File: config.mk
export PLATFORM = sky130hd
export DESIGN_NAME = modular_inverse
export DESIGN_NICKNAME = d
export VERILOG_FILES = /design/src/rtl/modinv_pkg.sv /design/src/rtl/modinv_ctrl.sv /design/src/rtl/modinv_dp.sv /design/src/rtl/modular_inverse.sv
export VERILOG_INCLUDE_DIRS = /design/src /design/src/rtl
export SDC_FILE = /design/constraint.sdc
export NUM_CORES = 1
export LEC_CHECK = 0
export BUFFER_PORTS_ARGS = -buffer_cell sky130_fd_sc_hd__buf_4
export CORE_MARGIN = 3
export CORE_UTILIZATION = 46
export CTS_CLUSTER_SIZE = 12
export DETAILED_ROUTE_END_ITERATION = 8
export GPL_ROUTABILITY_DRIVEN = 0
export SLEW_MARGIN = 10
export SYNTH_ARGS = -nofsm -noshare
export SYNTH_HDL_FRONTEND = slang
export SYNTH_SLANG_ARGS = --single-unit
File: constraint.sdc
create_clock -name clk -period 9.5 [get_ports clk]
set_clock_uncertainty 0.2 [all_clocks]
set_input_delay 2.85 -clock clk [delete_from_list [all_inputs] [get_ports clk]]
set_output_delay 2.85 -clock clk [all_outputs]
set_load 0.02 [all_outputs]
File: src/rtl/modular_inverse_assert.svh
// Assertion macros shared by the modular inverse modules.
`ifndef MODULAR_INVERSE_ASSERT_SVH
`define MODULAR_INVERSE_ASSERT_SVH

// Same-cycle implication, checked at every rising edge outside reset.
`define MI_ASSERT_IMPL(label, clk, rst, ante, cons) \
  label: assert property (@(posedge clk) disable iff (rst) (ante) |-> (cons)) \
    else $error("modular_inverse: same-cycle check failed");

// Next-cycle implication, checked at every rising edge outside reset.
`define MI_ASSERT_NEXT(label, clk, rst, ante, cons) \
  label: assert property (@(posedge clk) disable iff (rst) (ante) |=> (cons)) \
    else $error("modular_inverse: next-cycle check failed");

`endif

File: src/rtl/modinv_pkg.sv
// Shared types and constants for the modular inverse block.
package modinv_pkg;

  // Width of each external field
  localparam int unsigned FIELD_W = 32;

  // Sequencer states, one-hot
  typedef enum logic [5:0] {
    ST_IDLE  = 6'b000001,
    ST_CHECK = 6'b000010,
    ST_ALIGN = 6'b000100,
    ST_SUB   = 6'b001000,
    ST_FOLD  = 6'b010000,
    ST_EMIT  = 6'b100000
  } state_t;

  // Commands from controller to datapath
  typedef struct packed {
    logic load;   // capture operands, start reduction
    logic align;  // shift divisor and coefficient left by one
    logic sub;    // one restoring-division step
    logic fold;   // bring coefficient magnitude below the modulus
    logic emit;   // load the output register
  } cmd_t;

  // Status from datapath to controller
  typedef struct packed {
    logic b_zero;      // divisor is zero: Euclid finished
    logic align_more;  // divisor can still be doubled
    logic sub_last;    // this step is the quotient's lowest bit
    logic out_free;    // output register can take a word
  } status_t;

endpackage

File: src/rtl/modinv_ctrl.sv
// Sequencer for the modular inverse: steps the shared divide unit.
`include "modular_inverse_assert.svh"

module modinv_ctrl (
  input  logic               clk,
  input  logic               rst,
  input  logic               in_valid,
  output logic               in_ready,
  input  modinv_pkg::status_t status,
  output modinv_pkg::cmd_t    cmd
);

  modinv_pkg::state_t state, state_next;

  // State register
  always_ff @(posedge clk) begin
    if (rst) begin
      state <= modinv_pkg::ST_IDLE;
    end else begin
      state <= state_next;
    end
  end

  // Next state and commands; no word is taken during reset
  always_comb begin
    state_next = state;
    cmd        = '0;
    in_ready   = 1'b0;
    case (state)
      modinv_pkg::ST_IDLE: begin
        in_ready = !rst;
        if (in_valid && !rst) begin
          cmd.load   = 1'b1;
          state_next = modinv_pkg::ST_CHECK;
        end
      end
      modinv_pkg::ST_CHECK: begin
        if (status.b_zero) begin
          state_next = modinv_pkg::ST_FOLD;
        end else begin
          state_next = modinv_pkg::ST_ALIGN;
        end
      end
      modinv_pkg::ST_ALIGN: begin
        if (status.align_more) begin
          cmd.align = 1'b1;
        end else begin
          state_next = modinv_pkg::ST_SUB;
        end
      end
      modinv_pkg::ST_SUB: begin
        cmd.sub = 1'b1;
        if (status.sub_last) begin
          state_next = modinv_pkg::ST_CHECK;
        end
      end
      modinv_pkg::ST_FOLD: begin
        cmd.fold   = 1'b1;
        state_next = modinv_pkg::ST_EMIT;
      end
      modinv_pkg::ST_EMIT: begin
        if (status.out_free) begin
          cmd.emit   = 1'b1;
          state_next = modinv_pkg::ST_IDLE;
        end
      end
      default: begin
        state_next = modinv_pkg::ST_IDLE;
      end
    endcase
  end

  // A new word always starts with the divisor check
  `MI_ASSERT_NEXT(a_load_check, clk, rst, cmd.load, state == modinv_pkg::ST_CHECK)

endmodule

File: src/rtl/modinv_dp.sv
// Datapath for the modular inverse: shift-subtract divider, continuant and output register.
`include "modular_inverse_assert.svh"

module modinv_dp #(
  parameter int unsigned WIDTH = 32
) (
  input  logic                           clk,
  input  logic                           rst,
  input  modinv_pkg::cmd_t               cmd,
  output modinv_pkg::status_t            status,
  input  logic [modinv_pkg::FIELD_W-1:0] value,
  input  logic [modinv_pkg::FIELD_W-1:0] modulus,
  output logic                           out_valid,
  input  logic                           out_ready,
  output logic [modinv_pkg::FIELD_W-1:0] inverse,
  output logic                           has_inverse
);

  // Euclid remainders, shifted divisor, modulus
  logic [WIDTH-1:0] a, b, bs, m_reg;
  // Coefficient magnitudes: previous, current, shifted current, running sum
  logic [WIDTH-1:0] prev, cur, cs, acc;
  logic             prev_neg, cur_neg;
  logic             reduce;  // first division is value mod modulus

  logic             ge;
  logic [WIDTH-1:0] a_rem, acc_sum, prev_mod, inv_w;
  logic             ok;

  // One restoring step: subtract shifted divisor, add shifted coefficient
  assign ge      = a >= bs;
  assign a_rem   = ge ? a - bs : a;
  assign acc_sum = ge ? acc + cs : acc;

  // Fold and sign
  assign prev_mod = (prev >= m_reg) ? prev - m_reg : prev;
  assign ok       = !reduce && (a == WIDTH'(1));
  always_comb begin
    if (!ok) begin
      inv_w = '0;
    end else if (prev_neg && (prev != '0)) begin
      inv_w = m_reg - prev;
    end else begin
      inv_w = prev;
    end
  end

  // Status
  assign status.b_zero     = (b == '0);
  assign status.align_more = !bs[WIDTH-1] && ({bs, 1'b0} <= {1'b0, a});
  assign status.sub_last   = (bs == b);
  assign status.out_free   = !out_valid || out_ready;

  // Working registers
  always_ff @(posedge clk) begin
    if (cmd.load) begin
      a        <= WIDTH'(value);
      b        <= WIDTH'(modulus);
      bs       <= WIDTH'(modulus);
      m_reg    <= WIDTH'(modulus);
      cs       <= '0;
      acc      <= '0;
      prev     <= '0;
      cur      <= '0;
      prev_neg <= 1'b0;
      cur_neg  <= 1'b0;
      reduce   <= 1'b1;
    end else if (cmd.align) begin
      bs <= bs << 1;
      cs <= cs << 1;
    end else if (cmd.sub) begin
      if (status.sub_last) begin
        // Quotient done: advance Euclid and set up the next division
        b  <= a_rem;
        bs <= a_rem;
        if (reduce) begin
          a      <= m_reg;
          prev   <= '0;
          cur    <= WIDTH'(1);
          cs     <= WIDTH'(1);
          acc    <= '0;
          reduce <= 1'b0;
        end else begin
          a        <= b;
          prev     <= cur;
          cur      <= acc_sum;
          cs       <= acc_sum;
          acc      <= cur;
          prev_neg <= cur_neg;
          cur_neg  <= !cur_neg;
        end
      end else begin
        a   <= a_rem;
        acc <= acc_sum;
        bs  <= bs >> 1;
        cs  <= cs >> 1;
      end
    end else if (cmd.fold) begin
      prev <= prev_mod;
    end
  end

  // Output register
  always_ff @(posedge clk) begin
    if (rst) begin
      out_valid <= 1'b0;
    end else if (cmd.emit) begin
      out_valid <= 1'b1;
    end else if (out_ready) begin
      out_valid <= 1'b0;
    end
  end

  always_ff @(posedge clk) begin
    if (cmd.emit) begin
      inverse     <= modinv_pkg::FIELD_W'(inv_w);
      has_inverse <= ok;
    end
  end

  // Partial remainder stays below twice the shifted divisor
  `MI_ASSERT_IMPL(a_rem_bound, clk, rst, cmd.sub, ({1'b0, a} < {bs, 1'b0}))
  // The shifted divisor never drops below the divisor
  `MI_ASSERT_IMPL(a_shift_floor, clk, rst, cmd.sub, bs >= b)
  // Folding only starts once Euclid has run out of divisor
  `MI_ASSERT_IMPL(a_fold_done, clk, rst, cmd.fold, b == '0)
  // A result is only loaded into a free output register
  `MI_ASSERT_IMPL(a_emit_free, clk, rst, cmd.emit, !out_valid || out_ready)

endmodule

File: src/rtl/modular_inverse.sv
// Top level of the modular inverse block: stream ports, sequencer and datapath.
//
// Input stream s_*: one word carries a value and a modulus. The block
// reduces the value modulo the modulus, runs the extended Euclidean
// algorithm and returns the inverse in 0..modulus-1 on the m_* stream,
// with m_tuser set when the gcd is 1 and an inverse exists (else 0, 0).
// Only the low WIDTH bits of each operand are used.
// One word is worked on at a time; s_tready is high while the sequencer
// is idle and rst is low. Each division of Euclid runs on one shift-subtract
// unit; the reduction of the value runs on it the same way, and then the
// sequencer checks the last divisor, folds and loads the output. The time a
// word takes is set by the number of Euclid steps and of quotient bits.
// The result sits in an output register, so the next word is taken while
// a result waits; a stalled m_tready holds that result and the core waits
// only when it has another result ready. Synchronous reset (rst) empties
// the output register and returns the sequencer to idle.
module modular_inverse #(
  parameter int unsigned WIDTH = 32
) (
  input  logic                             clk,
  input  logic                             rst,
  input  logic                             s_tvalid,
  output logic                             s_tready,
  input  logic [2*modinv_pkg::FIELD_W-1:0] s_tdata,  // value [31:0], modulus [63:32]
  output logic                             m_tvalid,
  input  logic                             m_tready,
  output logic [modinv_pkg::FIELD_W-1:0]   m_tdata,  // inverse [31:0]
  output logic [0:0]                       m_tuser   // has_inverse [0]
);

  modinv_pkg::cmd_t    cmd;
  modinv_pkg::status_t status;
  logic                has_inverse;

  modinv_ctrl u_ctrl (
    .clk      (clk),
    .rst      (rst),
    .in_valid (s_tvalid),
    .in_ready (s_tready),
    .status   (status),
    .cmd      (cmd)
  );

  modinv_dp #(
    .WIDTH (WIDTH)
  ) u_dp (
    .clk         (clk),
    .rst         (rst),
    .cmd         (cmd),
    .status      (status),
    .value       (s_tdata[modinv_pkg::FIELD_W-1:0]),
    .modulus     (s_tdata[2*modinv_pkg::FIELD_W-1:modinv_pkg::FIELD_W]),
    .out_valid   (m_tvalid),
    .out_ready   (m_tready),
    .inverse     (m_tdata),
    .has_inverse (has_inverse)
  );

  assign m_tuser[0] = has_inverse;

endmodule

==> out/metrics.yaml <==
status: "finished, final reports clean"
crit_required_ps: 6450
grt.overflow.total: 0
start_kind: "input pin"
grt_use_total: 0.292
worstPathArrival_ps: 3230
ctsHoldBuffers: 0
cts_made_buffers: 35
area_delta_synth_final_pct: 10.3
htreeDepth: 2
core.rowCount: 79
crit_type: "in -> out"
cp_max_fo: 7
tightest_slew_ps: 1150
syn-num-nets: 2899
vias_per_cell: 6.38
finalSetupViolCount: 0
postCtsResizedCells: 0
period_needed_ps: 6280
maxCapViolCount: 0
met1_length_um: 32600
dp_slack_ps: 3160
whs_ps: 244
hold_violations: 0
yosysUniqueCellTypes: 82
r2r-start: "u_dp.a[0]"
hp-class: "reg -> reg"
drive_above_1_share: 0.0850
final_common_cell: "a21oi_1"
irDropWorstVdd_mv: 0.198
stdcell_count: 3313
yosysWarnings: 0
critPathCaptureType: "output pin"
final.setup.tns_ps: 0
fillers: 4484
synth_area_per_cell_sq_um: 8.29
place_hpwl_um: 57300
crit_start: "rst"
highest_layer: "met4"
die_height_um: 225
fmax_mhz: 159
wl_met3_um: 5590
die_x_um: 225
ys_seq_area_frac: 0.343
slew_violations: 0
drc_errors: 0
cp_common_cell: "buf_4"
cp_top_family: "buffers and inverters"
first_global_vias: 19564
io_pins: 103
cts_tree: "done"
p_leak_nw: 10.1
drt-initial-drc-count: 2317
antenna_found_initial: 0
routed_wl_um: 77000
async_reset_ff_frac: 0
clock_latency_ps: 540
diodes: 0
grt_setup_unrepaired: "false"
grt_max_degree: 71
cts.root.buffer_cell: "clkbuf_16"
fin_crit_sh: 0.661
wl_met2_um: 35500
synth-seq-cells: 299
placed_cells: 3250
fin_total_pwr_w: 0.00548
netlist_area_sq_um: 22100
slew_headroom: 0.229
fin_ws_ps: 3220
most-common-layout-cells: "261 x a21oi_1, 246 x nor2_1, 244 x nand2_1"
final_nets: 2909
syn_inst: 2670
multi_input_area_sq_um: 13300
start_util: 0.471
wl_per_cell_um: 23.2
dr.pass1.iters: 6
cts_setup_buffers: 0
ff_latch_area_sq_um: 7600
die_area_sq_um: 50800
port_buffers: 102
cts.sinks: 299
core_area_sq_um: 47100
slowest_delay_ps: 150
critPathBufInv: 2
synth_ff_type: "edfxtp_1"
min_from: "u_dp.cur[7]"
critPathSlowestCell: "buf_4"
clock_path_buffers: 3
grt_pass1_wl_um: 116000
clk_pin_slew_worst_paths_ps: 60
vias: 21125
synth-edff-count: 161
powerDensity_nw_per_um2: 225
path_cells: "buf_4 -> nor2_1 -> buf_4"
ant_nets: 0
## routing by layer
layer / up-vias / track usage
met2: 936 / 0.479
met4: 0 / 0.117
met1: 10186 / 0.391
met5: - / 0
met3: 182 / 0.0378
li1: 9821 / -
## power breakdown
group | leakage, nW | switching [W] | internal (W)
Clock | 0.565 | 0.000569 | 0.000797
Combinational | 6.95 | 0.00143 | 0.000801
Sequential | 2.56 | 0.000227 | 0.00166
## area by class of cell
| cell class | count | share of cell area |
|---|---|---|
| tap | 607 | 0.0311 |
| clock buffer | 48 | 0.0410 |
| clock inverter | 15 | 0.00569 |
| timing repair buffer | 128 | 0.0393 |
| multi-input combinational | 2040 | 0.544 |
| inverter | 176 | 0.0273 |
| sequential | 299 | 0.311 |
## per-stage QoR
stage / area (sq um) / util
finish: 24400 / 0.519
global route: 24400 / 0.519
CTS: 24400 / 0.519
detailed placement: 23300 / 0.495
global placement: 23300 / 0.495
floorplan: 22100 / -
## cells by family (layout without fill, tap and decap cells)
group / count (synthesis) / after routing / share of synthesized area
XOR/XNOR: 130 / 130 / 0.0514
AND/OR/NAND/NOR: 774 / 774 / 0.164
flip-flops: 299 / 299 / 0.343
adder cells (fa/ha/maj): 161 / 161 / 0.0923
buffers and inverters: 331 / 367 / 0.0580
AO/OA/AOI/OAI: 918 / 918 / 0.265
multiplexers: 57 / 57 / 0.0262
## worst paths after layout
kind / to / slack (ps) / cells past startpoint
setup / recovery: s_tready / 3220 / 3
hold reg to reg: u_dp.cur[7] / 240 / 2
setup reg to reg: u_dp.acc[21] / 4360 / 14
hold / removal: u_dp.cur[7] / 240 / 2
## tightest hold or removal path, cell delays in order (launching register included)
cell and delay, ps:
dfxtp_1 310, nand2_1 50, nand2_1 40
## synth_stat cells (13+ instances only)
library cell / count / area, sq um
ha_1: 157 / 1960
o211ai_1: 16 / 120
nand4_1: 40 / 250
xor2_1: 61 / 534
a22o_1: 26 / 228
nor4_1: 32 / 200
edfxtp_1: 161 / 4830
o21a_1: 26 / 195
nand2b_1: 13 / 81.3
nor3_1: 33 / 165
dfxtp_1: 138 / 2760
nand3_1: 52 / 260
nor2b_1: 19 / 119
a221oi_1: 15 / 131
inv_1: 173 / 649
a221o_1: 13 / 130
or2_2: 15 / 93.8
a211oi_1: 42 / 315
a22oi_1: 65 / 488
nand2_1: 244 / 916
nor2_1: 248 / 931
clkbuf_1: 125 / 469
o21ai_0: 222 / 1110
a31oi_1: 41 / 257
buf_2: 16 / 80.1
a21o_1: 64 / 480
a21oi_1: 261 / 1310
and3_1: 15 / 93.8
o21bai_1: 13 / 97.6
xnor2_1: 69 / 604
mux2i_1: 49 / 490
Note: power is estimated with default switching activity, not from simulation.
